[src/rtl/rac_pkg.sv]
package rac_pkg;

  localparam int unsigned CountWidth  = 21;
  localparam int unsigned LengthWidth = 30;
  localparam int unsigned IndexWidth  = 20;

  localparam logic [7:0] CH_STAR   = 8'h2A;
  localparam logic [7:0] CH_DOLLAR = 8'h24;
  localparam logic [7:0] CH_MINUS  = 8'h2D;
  localparam logic [7:0] CH_CR     = 8'h0D;
  localparam logic [7:0] CH_LF     = 8'h0A;
  localparam logic [7:0] CH_ZERO   = 8'h30;
  localparam logic [7:0] CH_NINE   = 8'h39;

  localparam logic [2:0] ERR_NONE  = 3'd0;
  localparam logic [2:0] ERR_TYPE  = 3'd1;
  localparam logic [2:0] ERR_DIGIT = 3'd2;
  localparam logic [2:0] ERR_LF    = 3'd3;
  localparam logic [2:0] ERR_NEG   = 3'd4;
  localparam logic [2:0] ERR_LIMIT = 3'd5;

  localparam logic [CountWidth-1:0]  COUNT_LIMIT_RESET  = 21'd1048576;
  localparam logic [LengthWidth-1:0] LENGTH_LIMIT_RESET = 30'd536870912;

  localparam logic REG_COUNT_LIMIT  = 1'b0;
  localparam logic REG_LENGTH_LIMIT = 1'b1;

  typedef struct packed {
    logic [2:0]             err;
    logic                   at_cr;
    logic [LengthWidth-1:0] acc;
    logic                   digits_seen;
    logic                   sign_seen;
  } num_step_t;

  typedef struct packed {
    logic                   payload_valid;
    logic [7:0]             payload_byte;
    logic [IndexWidth-1:0]  arg_index;
    logic                   arg_done;
    logic                   command_done;
    logic [CountWidth-1:0]  arg_total;
    logic [2:0]             error_code;
  } result_t;

endpackage

[src/rtl/rac_byte_if.sv]
interface rac_byte_if;
  logic       valid;
  logic       ready;
  logic [7:0] stream_byte;

  modport source (output valid, output stream_byte, input ready);
  modport sink (input valid, input stream_byte, output ready);
endinterface

[src/rtl/rac_result_if.sv]
interface rac_result_if;
  logic        valid;
  logic        ready;
  logic        payload_valid;
  logic [7:0]  payload_byte;
  logic [19:0] arg_index;
  logic        arg_done;
  logic        command_done;
  logic [20:0] arg_total;
  logic [2:0]  error_code;

  modport source (
    output valid, output payload_valid, output payload_byte, output arg_index,
    output arg_done, output command_done, output arg_total, output error_code,
    input ready
  );
  modport sink (
    input valid, input payload_valid, input payload_byte, input arg_index,
    input arg_done, input command_done, input arg_total, input error_code,
    output ready
  );
endinterface

[src/rtl/rac_apb_regs.sv]
module rac_apb_regs
  import rac_pkg::*;
(
  input  logic                   clk,
  input  logic                   rst,
  input  logic                   psel,
  input  logic                   penable,
  input  logic                   pwrite,
  input  logic [2:0]             paddr,
  input  logic [31:0]            pwdata,
  output logic [31:0]            prdata,
  output logic                   pready,
  output logic [CountWidth-1:0]  count_limit,
  output logic [LengthWidth-1:0] length_limit
);

  logic wr_en;

  assign pready = 1'b1;
  assign wr_en  = psel && penable && pwrite && pready;

  always_ff @(posedge clk) begin
    if (rst) begin
      count_limit  <= COUNT_LIMIT_RESET;
      length_limit <= LENGTH_LIMIT_RESET;
    end else if (wr_en) begin
      unique case (paddr[2])
        REG_COUNT_LIMIT:  count_limit  <= pwdata[CountWidth-1:0];
        REG_LENGTH_LIMIT: length_limit <= pwdata[LengthWidth-1:0];
      endcase
    end
  end

  always_comb begin
    unique case (paddr[2])
      REG_COUNT_LIMIT:  prdata = {{(32-CountWidth){1'b0}}, count_limit};
      REG_LENGTH_LIMIT: prdata = {{(32-LengthWidth){1'b0}}, length_limit};
    endcase
  end

endmodule

[src/rtl/rac_number.sv]
module rac_number
  import rac_pkg::*;
(
  input  logic [7:0]             data,
  input  logic [LengthWidth-1:0] acc,
  input  logic                   digits_seen,
  input  logic                   sign_seen,
  input  logic [LengthWidth-1:0] limit,
  output num_step_t              step
);

  logic [LengthWidth+3:0] acc_wide;
  logic [LengthWidth+3:0] value;
  logic                   is_digit;

  assign acc_wide = {4'b0, acc};
  assign value    = (acc_wide << 3) + (acc_wide << 1) + {{LengthWidth{1'b0}}, data[3:0]};
  assign is_digit = (data >= CH_ZERO) && (data <= CH_NINE);

  always_comb begin
    step             = '0;
    step.acc         = acc;
    step.digits_seen = digits_seen;
    step.sign_seen   = sign_seen;
    if (is_digit) begin
      if (value > {4'b0, limit}) begin
        step.err = ERR_LIMIT;
      end else begin
        step.acc         = value[LengthWidth-1:0];
        step.digits_seen = 1'b1;
      end
    end else if (data == CH_MINUS && !digits_seen && !sign_seen) begin
      step.sign_seen = 1'b1;
    end else if (data == CH_CR) begin
      if (!digits_seen) begin
        step.err = ERR_DIGIT;
      end else if (sign_seen) begin
        step.err = ERR_NEG;
      end else begin
        step.at_cr = 1'b1;
      end
    end else begin
      step.err = ERR_DIGIT;
    end
  end

endmodule

[src/rtl/rac_parser.sv]
module rac_parser
  import rac_pkg::*;
(
  input  logic                   clk,
  input  logic                   rst,
  input  logic [CountWidth-1:0]  count_limit,
  input  logic [LengthWidth-1:0] length_limit,
  rac_byte_if.sink               stream,
  rac_result_if.source           result
);

  localparam logic [2:0] PH_IDLE     = 3'd0;
  localparam logic [2:0] PH_CNT_NUM  = 3'd1;
  localparam logic [2:0] PH_CNT_LF   = 3'd2;
  localparam logic [2:0] PH_ARG_TYPE = 3'd3;
  localparam logic [2:0] PH_LEN_NUM  = 3'd4;
  localparam logic [2:0] PH_LEN_LF   = 3'd5;
  localparam logic [2:0] PH_PAYLOAD  = 3'd6;
  localparam logic [2:0] PH_TRAILER  = 3'd7;

  typedef struct packed {
    logic [2:0]             phase;
    logic [LengthWidth-1:0] acc;
    logic                   digits_seen;
    logic                   sign_seen;
    logic [CountWidth-1:0]  args_total;
    logic [CountWidth-1:0]  current_arg;
    logic [LengthWidth-1:0] bytes_left;
    logic [1:0]             trailer_left;
  } parse_state_t;

  logic                   in_valid;
  logic [7:0]             in_byte;
  logic                   advance;
  logic                   out_valid;
  result_t                res;
  result_t                res_next;
  parse_state_t           st;
  parse_state_t           st_next;
  num_step_t              num;
  logic [LengthWidth-1:0] num_limit;
  logic [CountWidth-1:0]  arg_inc;
  logic [LengthWidth-1:0] left_dec;
  logic [1:0]             trailer_dec;

  assign advance      = in_valid && (!out_valid || result.ready);
  assign stream.ready = !in_valid || !out_valid || result.ready;

  assign num_limit = (st.phase == PH_CNT_NUM) ?
                     {{(LengthWidth-CountWidth){1'b0}}, count_limit} : length_limit;

  rac_number u_number (
    .data        (in_byte),
    .acc         (st.acc),
    .digits_seen (st.digits_seen),
    .sign_seen   (st.sign_seen),
    .limit       (num_limit),
    .step        (num)
  );

  assign arg_inc     = st.current_arg + 1'b1;
  assign left_dec    = st.bytes_left - 1'b1;
  assign trailer_dec = st.trailer_left - 1'b1;

  always_comb begin
    st_next  = st;
    res_next = '0;
    unique case (st.phase)
      PH_IDLE: begin
        if (in_byte == CH_STAR) begin
          st_next       = '0;
          st_next.phase = PH_CNT_NUM;
        end else begin
          res_next.error_code = ERR_TYPE;
        end
      end
      PH_CNT_NUM: begin
        res_next.error_code = num.err;
        st_next.acc         = num.acc;
        st_next.digits_seen = num.digits_seen;
        st_next.sign_seen   = num.sign_seen;
        if (num.at_cr) begin
          st_next.phase = PH_CNT_LF;
        end
      end
      PH_CNT_LF: begin
        if (in_byte != CH_LF) begin
          res_next.error_code = ERR_LF;
        end else begin
          st_next.args_total  = st.acc[CountWidth-1:0];
          st_next.current_arg = '0;
          res_next.arg_total  = st.acc[CountWidth-1:0];
          if (st.acc[CountWidth-1:0] == '0) begin
            res_next.command_done = 1'b1;
            st_next               = '0;
          end else begin
            st_next.phase = PH_ARG_TYPE;
          end
        end
      end
      PH_ARG_TYPE: begin
        if (in_byte == CH_DOLLAR) begin
          st_next.phase       = PH_LEN_NUM;
          st_next.acc         = '0;
          st_next.digits_seen = 1'b0;
          st_next.sign_seen   = 1'b0;
          res_next.arg_index  = st.current_arg[IndexWidth-1:0];
          res_next.arg_total  = st.args_total;
        end else begin
          res_next.error_code = ERR_TYPE;
        end
      end
      PH_LEN_NUM: begin
        res_next.error_code = num.err;
        res_next.arg_index  = st.current_arg[IndexWidth-1:0];
        res_next.arg_total  = st.args_total;
        st_next.acc         = num.acc;
        st_next.digits_seen = num.digits_seen;
        st_next.sign_seen   = num.sign_seen;
        if (num.at_cr) begin
          st_next.phase = PH_LEN_LF;
        end
      end
      PH_LEN_LF: begin
        if (in_byte != CH_LF) begin
          res_next.error_code = ERR_LF;
        end else begin
          res_next.arg_index   = st.current_arg[IndexWidth-1:0];
          res_next.arg_total   = st.args_total;
          st_next.bytes_left   = st.acc;
          st_next.trailer_left = 2'd2;
          st_next.phase        = (st.acc == '0) ? PH_TRAILER : PH_PAYLOAD;
        end
      end
      PH_PAYLOAD: begin
        res_next.payload_valid = 1'b1;
        res_next.payload_byte  = in_byte;
        res_next.arg_index     = st.current_arg[IndexWidth-1:0];
        res_next.arg_total     = st.args_total;
        st_next.bytes_left     = left_dec;
        if (left_dec == '0) begin
          st_next.trailer_left = 2'd2;
          st_next.phase        = PH_TRAILER;
        end
      end
      PH_TRAILER: begin
        res_next.arg_index   = st.current_arg[IndexWidth-1:0];
        res_next.arg_total   = st.args_total;
        st_next.trailer_left = trailer_dec;
        if (trailer_dec == '0) begin
          res_next.arg_done   = 1'b1;
          st_next.current_arg = arg_inc;
          if (arg_inc >= st.args_total) begin
            res_next.command_done = 1'b1;
            st_next               = '0;
          end else begin
            st_next.phase = PH_ARG_TYPE;
          end
        end
      end
    endcase
    if (res_next.error_code != ERR_NONE) begin
      st_next             = '0;
      res_next            = '0;
      res_next.error_code = (st.phase == PH_CNT_NUM || st.phase == PH_LEN_NUM) ?
                            num.err :
                            ((st.phase == PH_IDLE || st.phase == PH_ARG_TYPE) ?
                             ERR_TYPE : ERR_LF);
    end
  end

  always_ff @(posedge clk) begin
    if (rst) begin
      in_valid  <= 1'b0;
      out_valid <= 1'b0;
      st        <= '0;
    end else begin
      if (stream.valid && stream.ready) begin
        in_valid <= 1'b1;
      end else if (advance) begin
        in_valid <= 1'b0;
      end
      if (advance) begin
        out_valid <= 1'b1;
        st        <= st_next;
      end else if (result.ready) begin
        out_valid <= 1'b0;
      end
    end
  end

  always_ff @(posedge clk) begin
    if (stream.valid && stream.ready) begin
      in_byte <= stream.stream_byte;
    end
    if (advance) begin
      res <= res_next;
    end
  end

  assign result.valid         = out_valid;
  assign result.payload_valid = res.payload_valid;
  assign result.payload_byte  = res.payload_byte;
  assign result.arg_index     = res.arg_index;
  assign result.arg_done      = res.arg_done;
  assign result.command_done  = res.command_done;
  assign result.arg_total     = res.arg_total;
  assign result.error_code    = res.error_code;

endmodule

[src/rtl/resp_array_command_parser.sv]
// Parser for arrays of bulk strings, one request byte per transfer.
// stream: valid/ready channel carrying stream_byte. Every accepted byte gives
//   exactly one item on result: payload bytes with their argument index,
//   arg_done on the last trailer byte of an argument, command_done on the byte
//   that ends the command, and an error_code that returns the parser to idle.
// Configuration: APB port, arg_count_limit at 0x0, arg_length_limit at 0x4;
//   write only while no request is in flight.
// Datapath: each accepted request is held in the input register, then one parse
//   step writes its result into the result register.
// Throughput: one request per clock while result.ready is high, with the parse
//   step updating the parser state from the registered byte.
// Stall: when result.ready is low the held result stays stable, the input
//   register holds at most one more request, and stream.ready stays low while
//   it is full until the result is taken.
// Reset (rst, synchronous): parser idle expecting '*', no result pending,
//   limits back to 1048576 and 536870912.
module resp_array_command_parser
  import rac_pkg::*;
(
  input  logic         clk,
  input  logic         rst,
  rac_byte_if.sink     stream,
  rac_result_if.source result,
  input  logic         psel,
  input  logic         penable,
  input  logic         pwrite,
  input  logic [2:0]   paddr,
  input  logic [31:0]  pwdata,
  output logic [31:0]  prdata,
  output logic         pready
);

  logic [CountWidth-1:0]  count_limit;
  logic [LengthWidth-1:0] length_limit;

  rac_apb_regs u_regs (
    .clk          (clk),
    .rst          (rst),
    .psel         (psel),
    .penable      (penable),
    .pwrite       (pwrite),
    .paddr        (paddr),
    .pwdata       (pwdata),
    .prdata       (prdata),
    .pready       (pready),
    .count_limit  (count_limit),
    .length_limit (length_limit)
  );

  rac_parser u_parser (
    .clk          (clk),
    .rst          (rst),
    .count_limit  (count_limit),
    .length_limit (length_limit),
    .stream       (stream),
    .result       (result)
  );

endmodule

[src/flat_wrapper.sv]
// flat-port wrapper written by rule: the top's interface ports become plain ports
module resp_array_command_parser_flat import rac_pkg::*;
  (clk, rst, psel, penable, pwrite, paddr, pwdata, prdata, pready, stream_valid, stream_stream_byte, stream_ready, result_valid, result_payload_valid, result_payload_byte, result_arg_index, result_arg_done, result_command_done, result_arg_total, result_error_code, result_ready);
  rac_byte_if stream_i ();
  rac_result_if result_i ();
  input  logic clk;
  input  logic rst;
  input  logic psel;
  input  logic penable;
  input  logic pwrite;
  input  logic [2:0] paddr;
  input  logic [31:0] pwdata;
  output logic [31:0] prdata;
  output logic pready;
  input wire logic [$bits(stream_i.valid)-1:0] stream_valid;
  input wire logic [$bits(stream_i.stream_byte)-1:0] stream_stream_byte;
  output wire logic [$bits(stream_i.ready)-1:0] stream_ready;
  output wire logic [$bits(result_i.valid)-1:0] result_valid;
  output wire logic [$bits(result_i.payload_valid)-1:0] result_payload_valid;
  output wire logic [$bits(result_i.payload_byte)-1:0] result_payload_byte;
  output wire logic [$bits(result_i.arg_index)-1:0] result_arg_index;
  output wire logic [$bits(result_i.arg_done)-1:0] result_arg_done;
  output wire logic [$bits(result_i.command_done)-1:0] result_command_done;
  output wire logic [$bits(result_i.arg_total)-1:0] result_arg_total;
  output wire logic [$bits(result_i.error_code)-1:0] result_error_code;
  input wire logic [$bits(result_i.ready)-1:0] result_ready;
  assign stream_i.valid = stream_valid;
  assign stream_i.stream_byte = stream_stream_byte;
  assign stream_ready = stream_i.ready;
  assign result_valid = result_i.valid;
  assign result_payload_valid = result_i.payload_valid;
  assign result_payload_byte = result_i.payload_byte;
  assign result_arg_index = result_i.arg_index;
  assign result_arg_done = result_i.arg_done;
  assign result_command_done = result_i.command_done;
  assign result_arg_total = result_i.arg_total;
  assign result_error_code = result_i.error_code;
  assign result_i.ready = result_ready;
  resp_array_command_parser u_core (.clk(clk), .rst(rst), .stream(stream_i), .result(result_i), .psel(psel), .penable(penable), .pwrite(pwrite), .paddr(paddr), .pwdata(pwdata), .prdata(prdata), .pready(pready));
endmodule
[config.mk]
export PLATFORM = sky130hd
export DESIGN_NAME = resp_array_command_parser_flat
export DESIGN_NICKNAME = d
export VERILOG_FILES = /design/src/rtl/rac_pkg.sv /design/src/rtl/rac_byte_if.sv /design/src/rtl/rac_result_if.sv /design/src/rtl/rac_apb_regs.sv /design/src/rtl/rac_number.sv /design/src/rtl/rac_parser.sv /design/src/rtl/resp_array_command_parser.sv /design/src/flat_wrapper.sv
export SDC_FILE = /design/constraint.sdc
export NUM_CORES = 1
export LEC_CHECK = 0
export BUFFER_PORTS_ARGS = -buffer_cell sky130_fd_sc_hd__buf_4
export CAP_MARGIN = 25
export CORE_MARGIN = 1.5
export CORE_UTILIZATION = 50
export DETAILED_ROUTE_END_ITERATION = 16
export PLACE_DENSITY = 0.74
export RECOVER_POWER = 25
export SYNTH_ARGS = -nofsm -noshare
export SYNTH_HDL_FRONTEND = slang
export SYNTH_HIERARCHICAL = 1
export SYNTH_SLANG_ARGS = --single-unit
[constraint.sdc]
create_clock -name clk -period 9.7 [get_ports clk]
set_clock_uncertainty 0.1 [all_clocks]
set_input_delay 0.485 -clock clk [delete_from_list [all_inputs] [get_ports clk]]
set_output_delay 0.485 -clock clk [all_outputs]
set_load 0.05 [all_outputs]
Yosys cells after proc, flatten, opt, wreduce, memory -nomap -nowiden
Index checks and enable logic that the tools add are counted.
{ "word_totals": {"romBits": 0, "ff_bits": 225, "latchBits": 0, "ram_bits": 0, "n_memories": 0, "word_cells": 158} }
{ "op_classes": {"div_mod_pow": 0, "eq_ne": 26, "mul": 0, "n_addsub": 5, "bitwise": 3, "n_reduce_logical": 41, "mux": 59, "n_shift": 0, "order_cmp": 4} }
{ "op_table": {"columns": ["op", "n"], "rows": [
  ["109-bit two-way mux", 4],
  ["32-bit one-hot mux with 5 select lines", 2],
  ["106-bit two-way mux", 2],
  ["42-bit one-hot mux with 3 select lines", 1],
  ["21-bit one-hot mux with 4 select lines", 1],
  ["32-bit one-hot mux with 2 select lines", 1],
  ["31-bit two-way mux", 2],
  ["30-bit logical NOT", 2],
  ["20-bit one-hot mux with 3 select lines", 1],
  ["21-bit two-way mux", 2],
  ["20-bit two-way mux", 2],
  ["3-bit inequality test (second input constant)", 12],
  ["35-bit two-way mux", 1],
  ["33-bit by 31-bit adder with 34-bit output", 1],
  ["34-bit by 4-bit adder with 34-bit output", 1],
  ["34-bit by 30-bit greater-than comparator with 1-bit output", 1],
  ["3-bit two-way mux", 11],
  ["32-bit two-way mux", 1],
  ["30-bit two-way mux", 1],
  ["30-bit by 1-bit subtractor with 30-bit output (second input constant)", 1],
  ["8-bit by 6-bit equality test with 1-bit output (second input constant)", 3],
  ["3-bit one-hot mux with 8 select lines", 1],
  ["22-bit two-way mux", 1],
  ["21-bit by 1-bit adder with 21-bit output (second input constant)", 1],
  ["other kinds (36)", 82]
]} }

Depth between registers and ports, before layout
{ "logic_depth": {"depth_word": 9, "depth_mapped": 32} }

Cells and area by module
Netlist, hierarchy kept.
{ "modules_own_cells": {"columns": ["module", "n_inst", "cells_per_inst", "area_per_inst_um2"], "rows": [
  ["rac_parser", 1, 1091, 9594.2],
  ["rac_number", 1, 434, 3321.9],
  ["rac_apb_regs", 1, 241, 2509.9]
]} }

Least setup slack after synthesis
No wires, ideal clock.
{ "synth_timing": {"path_kind": "register to register", "start": "reg u_core.u_parser.in_byte[3]", "end": "reg u_core/u_parser/st[53] (netlist bit)", "setup_slack_ns": 3.595, "stages_incl_launch_ff": 29, "arrival_time_ns": 5.935, "n_path_buf": 3, "t_required_ns": 9.530, "period_less_slack_ns": 6.105, "cell_sequence": "edfxtp_1 fa_1 ha_1 a21oi_1 o211ai_1 nand3_1 nand2_1 a31oi_1 o41ai_1 a21boi_0 xnor2_1 ha_1 nand4_1 nor4_1 a21oi_1 o21ai_0 a311o_1 a21oi_1 nor2_1 a21oi_1 a2111o_2 and3_1 buf_2 a21o_1 buf_2 nor2_1 clkbuf_1 nand3_1 a21oi_1"} }
{ "synth_rtl": {"columns": ["element", "line", "rtl"], "rows": [
  ["from (decl)", "rac_parser.sv:33", "logic [7:0] in_byte;"],
  ["from (signal assigned)", "rac_parser.sv:194", "in_byte <= stream.stream_byte;"],
  ["to (signal assigned)", "rac_parser.sv:185", "st <= st_next;"],
  ["to (decl)", "rac_parser.sv:38", "parse_state_t st;"]
]} }

==> results.yml <==
sta:
  finalHoldViolCount: 0
  fin_crit_sh: 0.871
  tns_ns: 0
  rsz0062_at_grt: "no"
  setup_viol: 0
  worst_pin_slew_ns: 3.01
  drv_slew: 236
  max_freq_mhz: 118
  max-slew-margin-rel: -1.01
  worst_slack_ns: 1.25
  fin_crit_ns: 8.45
pwr:
  fin_total_pwr_w: 0.00217
  leakage_nw: 6.90
  ir_drop_mv: 0.110
  p_per_area_nw_per_um2: 126
global_route:
  grt_pass1_wl_um: 62900
  overflow: 0
  grt.total_usage: 0.240
  antenna_found_initial: 0
  grt_start_max_net_pins: 69
  grt_pass1_vias: 12700
worst_hold_path:
  hp-class: "primary input to flop"
clocking:
  hold_buffers: 0
  post_cts_resized: 0
  root_buffer: "clkbuf_16"
  clk_path_buf_depth: 3
  clock_sinks: 225
  cts_tree: "done"
  clk_latency_ns: 0.53
  h-tree-depth: 1
  post_cts_buffers: 0
  numCtsBuffers: 27
  clk_pin_slew_ns: 0.06
synthesis:
  synth-edff-count: 63
  synthCells: 1766
  synth_cell_types: 90
  ys.warnings.count: 6
  synth.avg_cell_area_um2: 8.74
  synth_area_um2: 15400
  ys_seq_elements: 225
  postSynth.asyncResetShare: 0
  seq_area_frac_synth: 0.333
  ys.flop_type: "dfxtp_1"
routing:
  vias_per_cell: 5.84
  wirelength_um: 39000
  wire_per_inst_um: 17.3
  first_iter_violations: 1048
  drt_first_pass_iters: 5
  ant_nets: 0
  vias: 13200
  drc_errors: 0
layout:
  layout_commonest_cell: "dfxtp_1"
  multi_input_area_um2: 9460
  nets: 2007
  finish.utilization: 0.565
  fillers: 2747
  drive_above_1_share: 0.134
  regArea_um2: 5130
  antennaDiodeCount: 0
  area_delta_synth_final_pct: 11.7
  mostFrequentLayoutCells: "dfxtp_1 (162), nand2b_1 (150), a21oi_1 (121)"
setup_path:
  path_max_fanout: 25
  startpoint_type: "flop"
  critical_path_class: "flop to flop"
  cp-end-kind: "flop"
  crit_arrival_ns: 8.74
  required_ns: 10.00
placement:
  preCtsSetupSlack_ns: 1.60
  numPortBuffers: 132
  dp_hpwl_um: 27400
  gp_congestion: 0.905
floorplan:
  dieArea_um2: 31900
  io_pins: 140
  coreArea_um2: 30500
  initial_utilization: 0.506
  rows: 64
  die_h_um: 179
  die_w_um: 179
outcome:
  outcome: "complete, but fails checks"
  violations: "max-capacitance violations, max-slew violations"
job:
  drv_cap: 4
layer usage:
metal  vias up  global-route usage  share of wire
met5         -                   0              0
met3        60              0.0239          0.046
met4         0              0.0653          0.022
met2       314               0.409           0.47
li1       6491                   -              -
met1      6311               0.323           0.46
critical path: stages, from the launching register on:
cell	delay, ns
dfxtp_1	0.61
fa_1	0.53
ha_1	0.29
a21oi_1	0.08
o211ai_1	0.38
nand3_1	0.28
nand2_1	0.23
a31oi_1	0.21
o41ai_1	0.72
a21boi_0	0.23
xnor2_1	0.20
ha_1	0.32
nand4_1	0.14
nor4_1	0.62
and4_1	0.29
o21ai_0	0.11
a311o_1	0.40
a21oi_1	0.33
o21ai_0	0.20
o21ai_0	0.30
and3_1	0.20
buf_4	0.25
and4_1	0.59
buf_4	0.32
a21oi_1	0.10
a311oi_1	0.27
state kept, by name, summed over array words and instances (netlist names):
signal,count
u_core/u_parser/result.error_code,3
u_core/u_parser/result.payload_valid,1
u_core/u_parser/result.arg_done,1
u_core/u_parser/result.payload_byte,8
u_core/u_parser/result.arg_index,20
u_core/u_parser/result.valid,1
u_core/u_parser/st,109
u_core/u_parser/result.command_done,1
u_core/u_regs/count_limit,21
u_core/u_regs/length_limit,30
u_core/u_parser/in_valid,1
u_core/u_parser/result.arg_total,21
u_core/u_parser/in_byte,8
cell type report:
type,instances,share of cell area
timing repair buffer,151,0.0536
multi-input combinational,1354,0.549
clock buffer,32,0.0426
clock inverter,17,0.00952
inverter,82,0.0179
tap,396,0.0288
sequential,225,0.298
cell usage after synthesis, types with 4 or more instances:
cell type / count / area share
nand2_1: 113 / 0.027
o21ai_0: 70 / 0.023
a221oi_1: 5 / 0.0028
dfxtp_1: 162 / 0.21
buf_4: 7 / 0.0034
mux2i_1: 52 / 0.034
xor2_1: 26 / 0.015
nand4_1: 24 / 0.0097
a22o_1: 5 / 0.0028
inv_1: 81 / 0.020
nor2b_1: 15 / 0.0061
a311oi_1: 10 / 0.0057
mux2_2: 68 / 0.050
xnor2_1: 43 / 0.024
or2_2: 8 / 0.0032
edfxtp_1: 63 / 0.12
a31oi_1: 7 / 0.0028
and3_1: 30 / 0.012
a22oi_1: 32 / 0.016
o21ai_1: 29 / 0.0094
or2_1: 4 / 0.0016
nor2_1: 97 / 0.024
nand2b_1: 150 / 0.061
clkbuf_1: 63 / 0.015
and4_1: 9 / 0.0051
a21o_1: 22 / 0.011
or3_1: 5 / 0.0020
and2_1: 23 / 0.0093
nor3_1: 33 / 0.011
a21oi_1: 123 / 0.040
o21a_1: 7 / 0.0034
buf_2: 21 / 0.0068
nor4_1: 20 / 0.0081
buf_6: 11 / 0.0080
o31ai_1: 11 / 0.0054
nand3_1: 105 / 0.034
o21bai_1: 4 / 0.0019
o211ai_1: 10 / 0.0049
ha_1: 114 / 0.092
o41ai_1: 5 / 0.0028
cell families (layout without fill, tap and decap cells):
| kind of cell | Yosys count | in the layout | share of synthesized area |
|---|---|---|---|
| simple gates | 667 | 667 | 0.236 |
| flops | 225 | 225 | 0.333 |
| xor+xnor | 69 | 69 | 0.0392 |
| compound gates | 376 | 376 | 0.156 |
| mux | 123 | 123 | 0.0856 |
| fa+ha+maj | 116 | 116 | 0.0951 |
| buf+inv | 188 | 282 | 0.0552 |
| other cells | 2 | 3 | 0.000487 |
report_power, final:
part	switching, W	internal, W	total, W
clock network	0.000416	0.000597	0.00101
logic	0.000116	0.0000528	0.000168
registers	0.00000934	0.000982	0.000991
final timing paths:
path	startpoint	to	slack (ns)	cells past startpoint
max	u_core/u_parser/st[78]	u_core/u_parser/st[50]	1.25	25
min	stream_stream_byte[5]	u_core/u_parser/in_byte[5]	0.05	1
max reg2reg	u_core/u_parser/st[78]	u_core/u_parser/st[50]	1.25	25
min reg2reg	u_core/u_parser/st[67]	u_core/u_parser/st[67]	0.37	2
stage by stage:
| stage | std cells | hold WS [ns] | instance area, µm² |
|---|---|---|---|
| 3_5_place_dp | 2208 | 0.362 | 16500 |
| 5_1_grt | 2257 | 0.0392 | 17200 |
| 4_1_cts | 2257 | 0.00674 | 17400 |
| 3_3_place_gp | 2208 | 0.353 | 16500 |
| 2_1_floorplan | 1767 | 0.345 | 15400 |
| 6_report | 2257 | 0.0477 | 17200 |
Note: power is estimated with default switching activity, not from simulation.
